## config.mk

```make
export PLATFORM = sky130hd
export DESIGN_NAME = vibration_driving_detector
export DESIGN_NICKNAME = d
export VERILOG_FILES = /design/src/hdl/vdd_pkg.sv /design/src/hdl/vibration_driving_detector.sv /design/src/hdl/vdd_mag.sv
export SDC_FILE = /design/constraint.sdc
export NUM_CORES = 2
export LEC_CHECK = 0
export BUFFER_PORTS_ARGS = -buffer_cell sky130_fd_sc_hd__buf_2
export CORE_AREA = 2 2 251 500
export CTS_BUF_LIST = sky130_fd_sc_hd__clkbuf_4 sky130_fd_sc_hd__clkbuf_8
export DETAILED_ROUTE_END_ITERATION = 8
export DIE_AREA = 0 0 253 502
export HOLD_SLACK_MARGIN = 0.1
export PLACE_DENSITY = 0.65
export SETUP_SLACK_MARGIN = 0.5
export SLEW_MARGIN = 0
export SYNTH_ARGS = -nofsm -noshare
export SYNTH_HDL_FRONTEND = slang
export SYNTH_SLANG_ARGS = --single-unit
```

## constraint.sdc

```tcl
create_clock -name aclk -period 29.4 [get_ports aclk]
set_input_delay 1.47 -clock aclk [delete_from_list [all_inputs] [get_ports aclk]]
set_output_delay 1.47 -clock aclk [all_outputs]
set_load 0.05 [all_outputs]
```

## src/hdl/vdd_pkg.sv

```systemverilog
// ----------------------------------------------------------------------------
// vdd_pkg
// Shared types and constants for the vibration driving detector.
// ----------------------------------------------------------------------------
package vdd_pkg;

    localparam int AXIS_W     = 16;
    localparam int LEVEL_W    = 24;
    localparam int TIME_W     = 32;
    localparam int SUM_W      = 32;
    localparam int S_TDATA_W  = 80;
    localparam int M_TDATA_W  = 32;
    localparam int CFG_IDX_W  = 3;
    localparam int CFG_DATA_W = 24;

    // radix-4 squaring steps and one root bit per step
    localparam int SQ_STEPS = AXIS_W / 2;
    localparam int RT_STEPS = LEVEL_W;

    localparam logic [7:0]          FAIL_LIMIT = 8'd3;
    localparam logic [LEVEL_W-1:0]  TREND_MIN  = 24'd8389;
    localparam logic signed [11:0]  BASE_W     = 12'sd1966;
    localparam logic signed [36:0]  ROUND_HALF = 37'sd32768;

    localparam logic [15:0]         RST_SAMPLE_INTERVAL = 16'd20;
    localparam logic [LEVEL_W-1:0]  RST_MOTION_THR      = 24'd209715;
    localparam logic [LEVEL_W-1:0]  RST_VARIANCE_THR    = 24'd83886;
    localparam logic [15:0]         RST_PERSIST         = 16'd2000;
    localparam logic [LEVEL_W-1:0]  RST_HOLD            = 24'd10000;

    typedef enum logic [CFG_IDX_W-1:0] {
        REG_SAMPLE_INTERVAL = 3'd0,
        REG_MOTION_THR      = 3'd1,
        REG_VARIANCE_THR    = 3'd2,
        REG_PERSIST         = 3'd3,
        REG_HOLD            = 3'd4
    } cfg_reg_t;

    typedef enum logic [3:0] {
        ST_IDLE,
        ST_CHECK,
        ST_MAG,
        ST_BASE,
        ST_BLEND,
        ST_VIB,
        ST_ENV,
        ST_TEST,
        ST_GATE,
        ST_DRIVE,
        ST_DONE
    } vdd_state_t;

    typedef enum logic [1:0] {
        MG_IDLE,
        MG_SQUARE,
        MG_ROOT
    } mag_state_t;

    typedef struct packed {
        logic busy;
        logic done;
    } mag_status_t;

endpackage

```

## src/hdl/vibration_driving_detector.sv

```systemverilog
// ----------------------------------------------------------------------------
// vibration_driving_detector
// Accelerometer vibration tracker with persistence and hold timing.
// ----------------------------------------------------------------------------
// Takes one request per tick and returns one result for each. A tick that is
// skipped (interval not elapsed, failed read, or block unavailable) goes from
// ST_CHECK straight to ST_DONE. A processed sample is paced by the serial
// magnitude unit: 8 radix-4 squaring steps and 24 square-root steps, one
// result bit per cycle, followed by 7 filter and timer steps. A finished
// result sits in the output register, so the next request can be accepted
// while it waits. Configuration writes take effect at once and are meant
// for idle periods.
module vibration_driving_detector (
    input  logic                               aclk,
    input  logic                               aresetn,
    input  logic                               s_tvalid,
    output logic                               s_tready,
    // now_ms[31:0], accel_x[47:32], accel_y[63:48], accel_z[79:64]
    input  logic [vdd_pkg::S_TDATA_W-1:0]      s_tdata,
    // read_ok
    input  logic                               s_tuser,
    output logic                               m_tvalid,
    input  logic                               m_tready,
    // driving[0], available[1], sampled[2], vibration_level[26:3], zero pad
    output logic [vdd_pkg::M_TDATA_W-1:0]      m_tdata,
    input  logic                               cfg_wr_en,
    input  logic [vdd_pkg::CFG_IDX_W-1:0]      cfg_index,
    input  logic [vdd_pkg::CFG_DATA_W-1:0]     cfg_wdata
);
    import vdd_pkg::*;

    vdd_state_t          state_reg, state_next;

    logic [15:0]         sample_interval_reg;
    logic [LEVEL_W-1:0]  motion_thr_reg;
    logic [LEVEL_W-1:0]  variance_thr_reg;
    logic [15:0]         persist_reg;
    logic [LEVEL_W-1:0]  hold_reg;

    logic                is_available_reg;
    logic                is_driving_reg;
    logic                baseline_valid_reg;
    logic [LEVEL_W-1:0]  baseline_reg;
    logic [LEVEL_W-1:0]  envelope_reg;
    logic                gates_open_reg;
    logic [TIME_W-1:0]   gates_since_reg;
    logic [TIME_W-1:0]   last_sample_reg;
    logic [TIME_W-1:0]   last_motion_reg;
    logic [7:0]          fail_count_reg;
    logic                m_valid_reg;

    logic [TIME_W-1:0]   now_reg;
    logic                ok_reg;
    logic [AXIS_W-1:0]   abs_x_reg, abs_y_reg, abs_z_reg;
    logic signed [36:0]  prod_reg;
    logic [LEVEL_W-1:0]  vib_reg;
    logic [LEVEL_W-1:0]  var_reg;
    logic [LEVEL_W-1:0]  env_prev_reg;
    logic                pass_reg;
    logic                sampled_reg;
    logic [M_TDATA_W-1:0] m_data_reg;

    logic                accept, elapsed, go_sample, mag_start, out_load;
    logic [7:0]          fail_inc;
    mag_status_t         mag_stat;
    logic [LEVEL_W-1:0]  mag;
    logic [LEVEL_W-1:0]  base_cur;
    logic signed [24:0]  base_diff;
    logic signed [36:0]  base_prod;
    logic [25:0]         env_sum;
    logic                rising;
    logic [TIME_W-1:0]   since_eff;

    function automatic logic [LEVEL_W-1:0] absdiff(input logic [LEVEL_W-1:0] a,
                                                   input logic [LEVEL_W-1:0] b);
        absdiff = (a >= b) ? (a - b) : (b - a);
    endfunction

    function automatic logic [AXIS_W-1:0] axis_abs(input logic [AXIS_W-1:0] v);
        axis_abs = v[AXIS_W-1] ? (~v + 16'd1) : v;
    endfunction

    vdd_mag u_mag (
        .aclk    (aclk),
        .aresetn (aresetn),
        .start   (mag_start),
        .abs_x   (abs_x_reg),
        .abs_y   (abs_y_reg),
        .abs_z   (abs_z_reg),
        .status  (mag_stat),
        .mag     (mag)
    );

    always_comb begin
        accept    = s_tvalid && s_tready;
        elapsed   = (now_reg - last_sample_reg) >= {16'd0, sample_interval_reg};
        go_sample = is_available_reg && elapsed && ok_reg;
        fail_inc  = (fail_count_reg == 8'hFF) ? fail_count_reg : fail_count_reg + 8'd1;
        base_cur  = baseline_valid_reg ? baseline_reg : mag;
        base_diff = $signed({1'b0, mag}) - $signed({1'b0, base_cur});
        base_prod = base_diff * BASE_W + ROUND_HALF;
        env_sum   = {2'b00, envelope_reg} + {1'b0, envelope_reg, 1'b0}
                  + {2'b00, vib_reg} + 26'd2;
        rising    = (envelope_reg > env_prev_reg)
                 && ((envelope_reg - env_prev_reg) > TREND_MIN);
        since_eff = gates_open_reg ? gates_since_reg : now_reg;
    end

    // next state
    always_comb begin
        state_next = state_reg;
        case (state_reg)
            ST_IDLE:  if (accept) state_next = ST_CHECK;
            ST_CHECK: state_next = go_sample ? ST_MAG : ST_DONE;
            ST_MAG:   if (mag_stat.done) state_next = ST_BASE;
            ST_BASE:  state_next = ST_BLEND;
            ST_BLEND: state_next = ST_VIB;
            ST_VIB:   state_next = ST_ENV;
            ST_ENV:   state_next = ST_TEST;
            ST_TEST:  state_next = ST_GATE;
            ST_GATE:  state_next = ST_DRIVE;
            ST_DRIVE: state_next = ST_DONE;
            ST_DONE:  if (!m_valid_reg || m_tready) state_next = ST_IDLE;
            default:  state_next = ST_IDLE;
        endcase
    end

    // outputs of the sequencer
    always_comb begin
        s_tready  = (state_reg == ST_IDLE);
        mag_start = (state_reg == ST_CHECK) && go_sample;
        out_load  = (state_reg == ST_DONE) && (!m_valid_reg || m_tready);
    end

    // control and filter state
    always_ff @(posedge aclk) begin
        if (!aresetn) begin
            state_reg           <= ST_IDLE;
            sample_interval_reg <= RST_SAMPLE_INTERVAL;
            motion_thr_reg      <= RST_MOTION_THR;
            variance_thr_reg    <= RST_VARIANCE_THR;
            persist_reg         <= RST_PERSIST;
            hold_reg            <= RST_HOLD;
            is_available_reg    <= 1'b1;
            is_driving_reg      <= 1'b0;
            baseline_valid_reg  <= 1'b0;
            baseline_reg        <= '0;
            envelope_reg        <= '0;
            gates_open_reg      <= 1'b0;
            gates_since_reg     <= '0;
            last_sample_reg     <= '0;
            last_motion_reg     <= '0;
            fail_count_reg      <= '0;
            m_valid_reg         <= 1'b0;
        end else begin
            state_reg <= state_next;

            if (cfg_wr_en) begin
                case (cfg_index)
                    REG_SAMPLE_INTERVAL: sample_interval_reg <= cfg_wdata[15:0];
                    REG_MOTION_THR:      motion_thr_reg      <= cfg_wdata;
                    REG_VARIANCE_THR:    variance_thr_reg    <= cfg_wdata;
                    REG_PERSIST:         persist_reg         <= cfg_wdata[15:0];
                    REG_HOLD:            hold_reg            <= cfg_wdata;
                    default: ;
                endcase
            end

            if (out_load) begin
                m_valid_reg <= 1'b1;
            end else if (m_tready) begin
                m_valid_reg <= 1'b0;
            end

            case (state_reg)
                ST_CHECK: begin
                    if (!is_available_reg) begin
                        is_driving_reg <= 1'b0;
                    end else if (elapsed) begin
                        last_sample_reg <= now_reg;
                        if (!ok_reg) begin
                            fail_count_reg <= fail_inc;
                            if (fail_inc >= FAIL_LIMIT) begin
                                is_available_reg <= 1'b0;
                                is_driving_reg   <= 1'b0;
                            end
                        end else begin
                            fail_count_reg <= '0;
                        end
                    end
                end
                ST_BASE: begin
                    baseline_reg       <= base_cur;
                    baseline_valid_reg <= 1'b1;
                end
                ST_BLEND: begin
                    baseline_reg <= baseline_reg + {{3{prod_reg[36]}}, prod_reg[36:16]};
                end
                ST_ENV: begin
                    envelope_reg <= env_sum[25:2];
                end
                ST_GATE: begin
                    if (pass_reg) begin
                        gates_open_reg  <= 1'b1;
                        gates_since_reg <= since_eff;
                        if ((now_reg - since_eff) >= {16'd0, persist_reg}) begin
                            last_motion_reg <= now_reg;
                        end
                    end else begin
                        gates_open_reg  <= 1'b0;
                        gates_since_reg <= '0;
                    end
                end
                ST_DRIVE: begin
                    is_driving_reg <= (now_reg - last_motion_reg) <= {8'd0, hold_reg};
                end
                default: ;
            endcase
        end
    end

    // payload registers
    always_ff @(posedge aclk) begin
        if (accept) begin
            now_reg   <= s_tdata[31:0];
            ok_reg    <= s_tuser;
            abs_x_reg <= axis_abs(s_tdata[47:32]);
            abs_y_reg <= axis_abs(s_tdata[63:48]);
            abs_z_reg <= axis_abs(s_tdata[79:64]);
        end
        if (state_reg == ST_CHECK) begin
            sampled_reg <= go_sample;
        end
        if (state_reg == ST_BASE) begin
            prod_reg <= base_prod;
        end
        if (state_reg == ST_VIB) begin
            vib_reg <= absdiff(mag, baseline_reg);
        end
        if (state_reg == ST_ENV) begin
            env_prev_reg <= envelope_reg;
            var_reg      <= absdiff(vib_reg, envelope_reg);
        end
        if (state_reg == ST_TEST) begin
            pass_reg <= (envelope_reg > motion_thr_reg)
                     && (var_reg > variance_thr_reg) && rising;
        end
        if (out_load) begin
            m_data_reg <= {5'd0, envelope_reg, sampled_reg, is_available_reg,
                           is_driving_reg};
        end
    end

    assign m_tvalid = m_valid_reg;
    assign m_tdata  = m_data_reg;

    // once unavailable, the block stays so until reset
    a_avail_sticky: assert property (@(posedge aclk) disable iff (!aresetn)
        !is_available_reg |=> !is_available_reg)
        else $error("available rose without reset");

    a_unavail_idle: assert property (@(posedge aclk) disable iff (!aresetn)
        !is_available_reg |-> !is_driving_reg)
        else $error("driving while unavailable");

    a_mag_done_wait: assert property (@(posedge aclk) disable iff (!aresetn)
        mag_stat.done |-> state_reg == ST_MAG)
        else $error("magnitude finished outside wait state");

    a_mag_busy_wait: assert property (@(posedge aclk) disable iff (!aresetn)
        mag_stat.busy |-> state_reg == ST_MAG)
        else $error("magnitude unit busy outside wait state");

    a_idle_holds: assert property (@(posedge aclk) disable iff (!aresetn)
        (state_reg == ST_IDLE) && !s_tvalid |=> state_reg == ST_IDLE)
        else $error("left idle without a request");

endmodule

```

## src/hdl/vdd_mag.sv

```systemverilog
// ----------------------------------------------------------------------------
// vdd_mag
// Serial vector magnitude: radix-4 sum of squares, then a bit-serial
// restoring square root of sum * 65536 (Q8 result).
// ----------------------------------------------------------------------------
module vdd_mag (
    input  logic                         aclk,
    input  logic                         aresetn,
    input  logic                         start,
    input  logic [vdd_pkg::AXIS_W-1:0]   abs_x,
    input  logic [vdd_pkg::AXIS_W-1:0]   abs_y,
    input  logic [vdd_pkg::AXIS_W-1:0]   abs_z,
    output vdd_pkg::mag_status_t         status,
    output logic [vdd_pkg::LEVEL_W-1:0]  mag
);
    import vdd_pkg::*;

    mag_state_t          state_reg, state_next;
    logic [4:0]          cnt_reg;
    logic                done_reg;
    logic [AXIS_W-1:0]   ax_reg, ay_reg, az_reg;
    logic [AXIS_W-1:0]   mx_reg, my_reg, mz_reg;
    logic [36:0]         prod_reg, prod_next;
    logic [47:0]         rad_reg;
    logic [25:0]         rem_reg;
    logic [LEVEL_W-1:0]  root_reg;

    logic                sq_step, rt_step, sq_last, rt_last;
    logic [19:0]         digit_sum;
    logic [20:0]         hi_sum;
    logic [25:0]         rem_sh, trial;

    function automatic logic [17:0] digit_mul(input logic [1:0] d, input logic [15:0] a);
        logic [17:0] a18;
        a18 = {2'b00, a};
        digit_mul = (d[0] ? a18 : 18'd0) + (d[1] ? {a18[16:0], 1'b0} : 18'd0);
    endfunction

    // next state
    always_comb begin
        state_next = state_reg;
        case (state_reg)
            MG_IDLE:   if (start) state_next = MG_SQUARE;
            MG_SQUARE: if (sq_last) state_next = MG_ROOT;
            MG_ROOT:   if (rt_last) state_next = MG_IDLE;
            default:   state_next = MG_IDLE;
        endcase
    end

    // step controls
    always_comb begin
        sq_step = (state_reg == MG_SQUARE);
        rt_step = (state_reg == MG_ROOT);
        sq_last = sq_step && (cnt_reg == 5'(SQ_STEPS - 1));
        rt_last = rt_step && (cnt_reg == 5'(RT_STEPS - 1));
    end

    // accumulate three digit products at the top, shift two bits down
    always_comb begin
        digit_sum = {2'b00, digit_mul(mx_reg[1:0], ax_reg)}
                  + {2'b00, digit_mul(my_reg[1:0], ay_reg)}
                  + {2'b00, digit_mul(mz_reg[1:0], az_reg)};
        hi_sum    = prod_reg[36:16] + {1'b0, digit_sum};
        prod_next = {2'b00, hi_sum, prod_reg[15:2]};
        rem_sh    = {rem_reg[23:0], rad_reg[47:46]};
        trial     = {root_reg, 2'b01};
    end

    always_ff @(posedge aclk) begin
        if (!aresetn) begin
            state_reg <= MG_IDLE;
            cnt_reg   <= '0;
            done_reg  <= 1'b0;
        end else begin
            state_reg <= state_next;
            done_reg  <= rt_last;
            if (state_next != state_reg) begin
                cnt_reg <= '0;
            end else if (sq_step || rt_step) begin
                cnt_reg <= cnt_reg + 5'd1;
            end
        end
    end

    always_ff @(posedge aclk) begin
        if (state_reg == MG_IDLE && start) begin
            ax_reg   <= abs_x;
            ay_reg   <= abs_y;
            az_reg   <= abs_z;
            mx_reg   <= abs_x;
            my_reg   <= abs_y;
            mz_reg   <= abs_z;
            prod_reg <= '0;
        end
        if (sq_step) begin
            prod_reg <= prod_next;
            mx_reg   <= {2'b00, mx_reg[AXIS_W-1:2]};
            my_reg   <= {2'b00, my_reg[AXIS_W-1:2]};
            mz_reg   <= {2'b00, mz_reg[AXIS_W-1:2]};
        end
        if (sq_last) begin
            rad_reg  <= {prod_next[SUM_W-1:0], 16'd0};
            rem_reg  <= '0;
            root_reg <= '0;
        end
        if (rt_step) begin
            rad_reg <= {rad_reg[45:0], 2'b00};
            if (rem_sh >= trial) begin
                rem_reg  <= rem_sh - trial;
                root_reg <= {root_reg[LEVEL_W-2:0], 1'b1};
            end else begin
                rem_reg  <= rem_sh;
                root_reg <= {root_reg[LEVEL_W-2:0], 1'b0};
            end
        end
    end

    assign status.busy = (state_reg != MG_IDLE);
    assign status.done = done_reg;
    assign mag         = root_reg;

endmodule
```

# After elaboration in Yosys (flattened, before gate mapping)
# Cells that the tools add are included.
[totals] register_bits=703 out_inout_bits=34 in_bits=113
[classes] bitwise=4 mux=54 addsub=26 multipliers=1 n_reduce_logical=32 magnitude_cmp=11 eq_ne=26
[op_table] operator="24-bit two-way mux" n=8
[op_table] operator="24-bit subtractor" n=6
[op_table] operator="48-bit two-way mux" n=2
[op_table] operator="32-bit subtractor" n=3
[op_table] operator="14-bit two-way mux" n=6
[op_table] operator="24-bit > comparator" n=3
[op_table] operator="35-bit two-way mux" n=2
[op_table] operator="32-bit by 16-bit greater-or-equal comparator with 1-bit output" n=2
[op_table] operator="32-bit two-way mux" n=2
[op_table] operator="18-bit adder" n=3
[op_table] operator="17-bit two-way mux" n=3
[op_table] operator="16-bit by 1-bit adder with 16-bit output (second input constant)" n=3
[op_table] operator="24-bit greater-or-equal comparator" n=2
[op_table] operator="16-bit two-way mux" n=3
[op_table] operator="16-bit inverter" n=3
[op_table] operator="24-bit one-hot mux with 2 select lines" n=1
[op_table] operator="15-bit two-way mux" n=3
[op_table] operator="4-bit one-hot mux with 11 select lines" n=1
[op_table] operator="37-bit by 17-bit adder with 37-bit output (second input constant)" n=1
[op_table] operator="25-bit by 11-bit multiplier with 36-bit output (second input constant)" n=1
[op_table] operator="32-bit by 24-bit less-or-equal comparator with 1-bit output" n=1
[op_table] operator="24-bit by 25-bit adder with 26-bit output" n=1
[op_table] operator="26-bit by 2-bit adder with 26-bit output (second input constant)" n=1
[op_table] operator="26-bit by 24-bit adder with 26-bit output" n=1
[op_table] operator="44 further kinds" n=92

# Depth between registers and ports, before layout
[logic_depth] depth_word=9 depth_mapped=42

# By module
# From an unflattened synthesis, not the netlist that was laid out.
[unflattened] hier_cells=5852 area_unflattened_um2=54045.6
[modules_own_cells] module="vibration_driving_detector" instances=1 area_per_inst_um2=41190.8 seq_area_each_um2=11400.9 cells_per_inst=4776
[modules_own_cells] module="vdd_mag" instances=1 area_per_inst_um2=12854.8 seq_area_each_um2=6376.1 cells_per_inst=1076

# Worst setup path before layout
# OpenSTA, ideal clock, no wires.
[synth_timing] kind="register to register" startpoint="reg baseline_valid_reg" endpoint="reg prod_reg[35], data pin" setup_time_ns=0.258 path_stages_with_launch=39 arrival_time_ns=9.332 setup_slack_ns=19.809 t_required_ns=29.142 path_buffers=3 period_less_slack_ns=9.591 path_cell_list="dfxtp_1 > clkbuf_1 > clkbuf_1 > nand2_1 > o21ai_0 > ha_1 > fa_1 > nand2b_1 > a21boi_0 > o21ai_1 > a211oi_1 > o31ai_1 > a311oi_1 > o41ai_1 > nand2b_1 > a211oi_1 > nor2b_1 > o21a_1 > (+3 left out) > fa_1 > fa_1 > inv_1 > fa_1 > inv_1 > ha_1 > and4_1 > a21oi_1 > nand2_1 > a221o_1 > a21oi_1 > xnor2_1 > or3b_2 > clkbuf_1 > nor3_1 > xnor2_1 > nand2_1 > xor2_1"
[synth_between] elab_chain_cells=4
[synth_lines] element="start: declaration" line_no="vibration_driving_detector.sv:42" source="logic baseline_valid_reg;"
[synth_lines] element="start signal: assignment" line_no="vibration_driving_detector.sv:146" source="baseline_valid_reg <= 1'b0;"
[synth_lines] element="start signal: assignment" line_no="vibration_driving_detector.sv:194" source="baseline_valid_reg <= 1'b1;"
[synth_lines] element="24-bit two-way mux" line_no="vibration_driving_detector.sv:99" source="base_cur = baseline_valid_reg ? baseline_reg : mag;"
[synth_lines] element="24-bit by 24-bit subtractor with 25-bit output" line_no="vibration_driving_detector.sv:100" source="base_diff = $signed({1'b0, mag}) - $signed({1'b0, base_cur});"
[synth_lines] element="25-bit by 11-bit multiplier with 36-bit output" line_no="vibration_driving_detector.sv:101" source="base_prod = base_diff * BASE_W + ROUND_HALF;"
[synth_lines] element="37-bit by 17-bit adder with 37-bit output" line_no="vibration_driving_detector.sv:101"
[synth_lines] element="net base_prod[35]" line_no="vibration_driving_detector.sv:69" source="logic signed [36:0] base_prod;"
[synth_lines] element="end signal: assignment" line_no="vibration_driving_detector.sv:235" source="prod_reg <= base_prod;"
[synth_lines] element="end: declaration" line_no="vibration_driving_detector.sv:55" source="logic signed [36:0] prod_reg;"
# The timed path passes the listed nets, and every way through them passes these cells.
# A chain may end at the register's enable or synchronous reset.

# Worst setup path in the final report
[layout_timing] startpoint="reg baseline_valid_reg" endpoint="reg prod_reg[36], data pin"
# The elaborated chain is that of the path after synthesis.

==> impl_metrics.yaml <==
clock_network:
  cts_root_buf: "clkbuf_8"
  cts.reportedPaths.clkPinSlew_ns: 0.06
  insertion_delay_ns: 0.86
  cts_sinks: 685
  cts_tree: "built"
  post_cts_buffers: 0
  cts-buffers-inserted: 102
  ctsHoldBuffers: 0
  ctsResizeCount: 0
  cts_buffer_depth: 3
  h-tree-depth: 3
grt:
  gr-total-overflow: 0
  grt_pass1_wl_mm: 237
  grt_max_degree: 72
  antenna_found_initial: 3
  grt_pass1_vias: 45493
  grt_usage: 0.238
synth:
  synthCells: 6055
  synth.area.top_cells: "edfxtp_1 (22%), ha_1 (14%), dfxtp_1 (10%), fa_1 (5.9%), inv_1 (4.6%)"
  ys.warnings.count: 0
  async_reset_ff_frac: 0
  synth_top_cell_by_area: "edfxtp_1"
  yosysSeqAreaShare: 0.323
  yosysTopAreaCellShare: 0.222
  ys_ff_latch: 685
  yosysMostFrequentCell: "inv_1"
  synth_area_sq_um: 55000
  syn_area_per_cell_sq_um: 9.09
  synth_edf_count: 406
  yosysUniqueCellTypes: 93
  synth_common_cells: "inv_1 (678), ha_1 (634), nand2_1 (525), a21oi_1 (495), edfxtp_1 (406)"
  synth-main-ff-cell: "edfxtp_1"
critical_path:
  cp_max_fo: 26
  ff2ff_setup_slack_ns: 18.85
  crit_path_start: "baseline_valid_reg"
  cp_data_arrival_time_ns: 11.09
  rr_endpoint: "prod_reg[36]"
  crit_type: "flip-flop to flip-flop"
  max_stage_delay_ns: 0.58
  crit_slowest_cell: "o41ai_1"
  timing.critical_path.from_type: "flip-flop"
  cp_data_required_time_ns: 29.94
  reg2regPathDepth: 37
  r2r_start: "baseline_valid_reg"
  critical_path.endpoint: "prod_reg[36]"
  cp-end-kind: "flip-flop"
die:
  initial_core_util: 0.447
  rows: 182
  design.core.area_sq_um: 123000
  fp.dieH_um: 502
  dieWidth_um: 253
  die_area_sq_um: 127000
  io_pins: 147
worst_hold_path:
  min_path_type: "flip-flop to flip-flop"
timing:
  slew_violations: 0
  skew_ns: 0.0561
  timing.final.crit_share: 0.359
  hold_viol: 0
  setup_violations: 0
  fmax_mhz: 94.8
  relSlewSlack: 0.206
  rsz0062_at_grt: "no"
  worstMarginPinSlew_ns: 1.19
  totalNegativeSetupSlack_ns: 0
  setup_slack_ns: 18.85
  period_minus_slack_ns: 10.55
  fin_hold_ws_ns: 0.438
detailed_routing:
  via_count: 43749
  drc: 0
  detail_route.wl_per_cell_um: 19.2
  drtIter0Drc: 1817
  vias_per_cell: 5.61
  antenna_left: 0
  drt-total-wl_mm: 150
  firstDrtPassIters: 7
placement:
  dp_slack_ns: 18.95
  post-dp-hpwl_mm: 120
  placed_cells: 7607
  portBuffers: 141
  gp_congestion: 0.982
status:
  outcome: "finished clean"
run:
  cap_viol_max_count: 0
finish:
  drive_gt1_frac: 0.0771
  instances_no_fill: 7803
  fin_nets: 7057
  fillCellCount: 11820
  regArea_sq_um: 17800
  multi_input_area_sq_um: 34000
  syn2layout_area_growth_pct: 8.38
  largest_register_ffs: 33
power_and_ir_drop:
  power_switching_share: 0.468
  p_per_area_nw_per_um2: 118
  clkPwrFrac: 0.126
  power.leakage_uw: 0.0255
  seq_power_share: 0.198
  p_int_uw: 3750
  power_frac_comb: 0.676
  p_sw_uw: 3300
  max-vdd-ir-drop_uv: 166
[power by group through the flow]
stage	Clock (uW)	Sequential (uW)	Combinational, uW
6_report	885	1390	4770
5_1_grt	945	1410	5390
4_1_cts	912	1400	4790
3_5_place_dp	0	1420	4770
3_3_place_gp	0	1410	4690
2_1_floorplan	0	1390	3700
[worst max-delay path, delay by kind of cell, from the launching register on]
kind	cells	cell delay (ns)
AOI/OAI and AO/OA	12	3.27
xor gates and xnor gates	3	0.75
adders and majority gates	8	3.28
buffers and inverters	6	0.93
DFF	1	0.32
and+or+nand+nor	8	1.74
[stage by stage]
| step | utilization | area [sq um] | power (uW) |
|---|---|---|---|
| final | 0.485 | 59600 | 7050 |
| after detailed placement | 0.466 | 57300 | 6180 |
| after CTS | 0.485 | 59600 | 7100 |
| after global placement | 0.466 | 57300 | 6110 |
| after floorplan | - | 55000 | 5090 |
| after global routing | 0.485 | 59600 | 7740 |
[layer usage]
layer / up-vias / share of wire / global-route usage
li1: 21453 / - / -
met3: 528 / 0.032 / 0.0273
met2: 963 / 0.55 / 0.468
met5: - / 0 / 0
met1: 20805 / 0.33 / 0.216
met4: 0 / 0.088 / 0.186
[cell type report]
| class | count | area share |
|---|---|---|
| clock inverter | 46 | 0.00865 |
| inverter | 680 | 0.0429 |
| timing repair buffer | 183 | 0.0172 |
| antenna | 3 | 0.000126 |
| clock buffer | 147 | 0.0306 |
| tap | 1564 | 0.0328 |
| sequential | 685 | 0.298 |
| multi-input combinational | 4495 | 0.570 |
[cell usage in the layout (no fill, tap or decap), types with 59 or more instances in the layout]
cell,count
a21oi_1,495
nor2b_1,75
nor2_1,404
xnor2_1,244
a21o_1,171
mux2_2,65
nand3_1,122
xor2_1,144
ha_1,632
nand2_1,525
clkbuf_8,115
nor3_1,86
mux2i_1,145
fa_1,163
inv_1,676
nand4_1,59
edfxtp_1,406
nand2b_1,68
o21ai_0,258
and2_1,131
o21bai_1,88
dfxtp_1,278
buf_2,140
[how the worst min path moves through the flow]
stage | startpoint | to | slack, ns | cells past startpoint
after global placement | abs_x_reg[2] | u_mag.ax_reg[2] | 0.43 | 0
after detailed placement | abs_y_reg[2] | u_mag.ay_reg[2] | 0.43 | 0
after floorplan | sampled_reg | m_tdata[2] | 0.40 | 0
after CTS | abs_x_reg[0] | u_mag.ax_reg[0] | 0.44 | 0
final | abs_x_reg[0] | u_mag.ax_reg[0] | 0.44 | 0
after global routing | abs_y_reg[5] | u_mag.ay_reg[5] | 0.46 | 0
[kinds of logic after synthesis]
| logic type | Yosys count | share of synthesized area |
|---|---|---|
| simple gates | 1633 | 0.140 |
| flops | 685 | 0.323 |
| fa+ha+maj | 798 | 0.204 |
| compound gates | 1460 | 0.170 |
| mux | 211 | 0.0399 |
| xor+xnor | 388 | 0.0618 |
| other cells | 1 | 0.0000682 |
| buf+inv | 879 | 0.0614 |
Power figures use the tool's default switching activity.
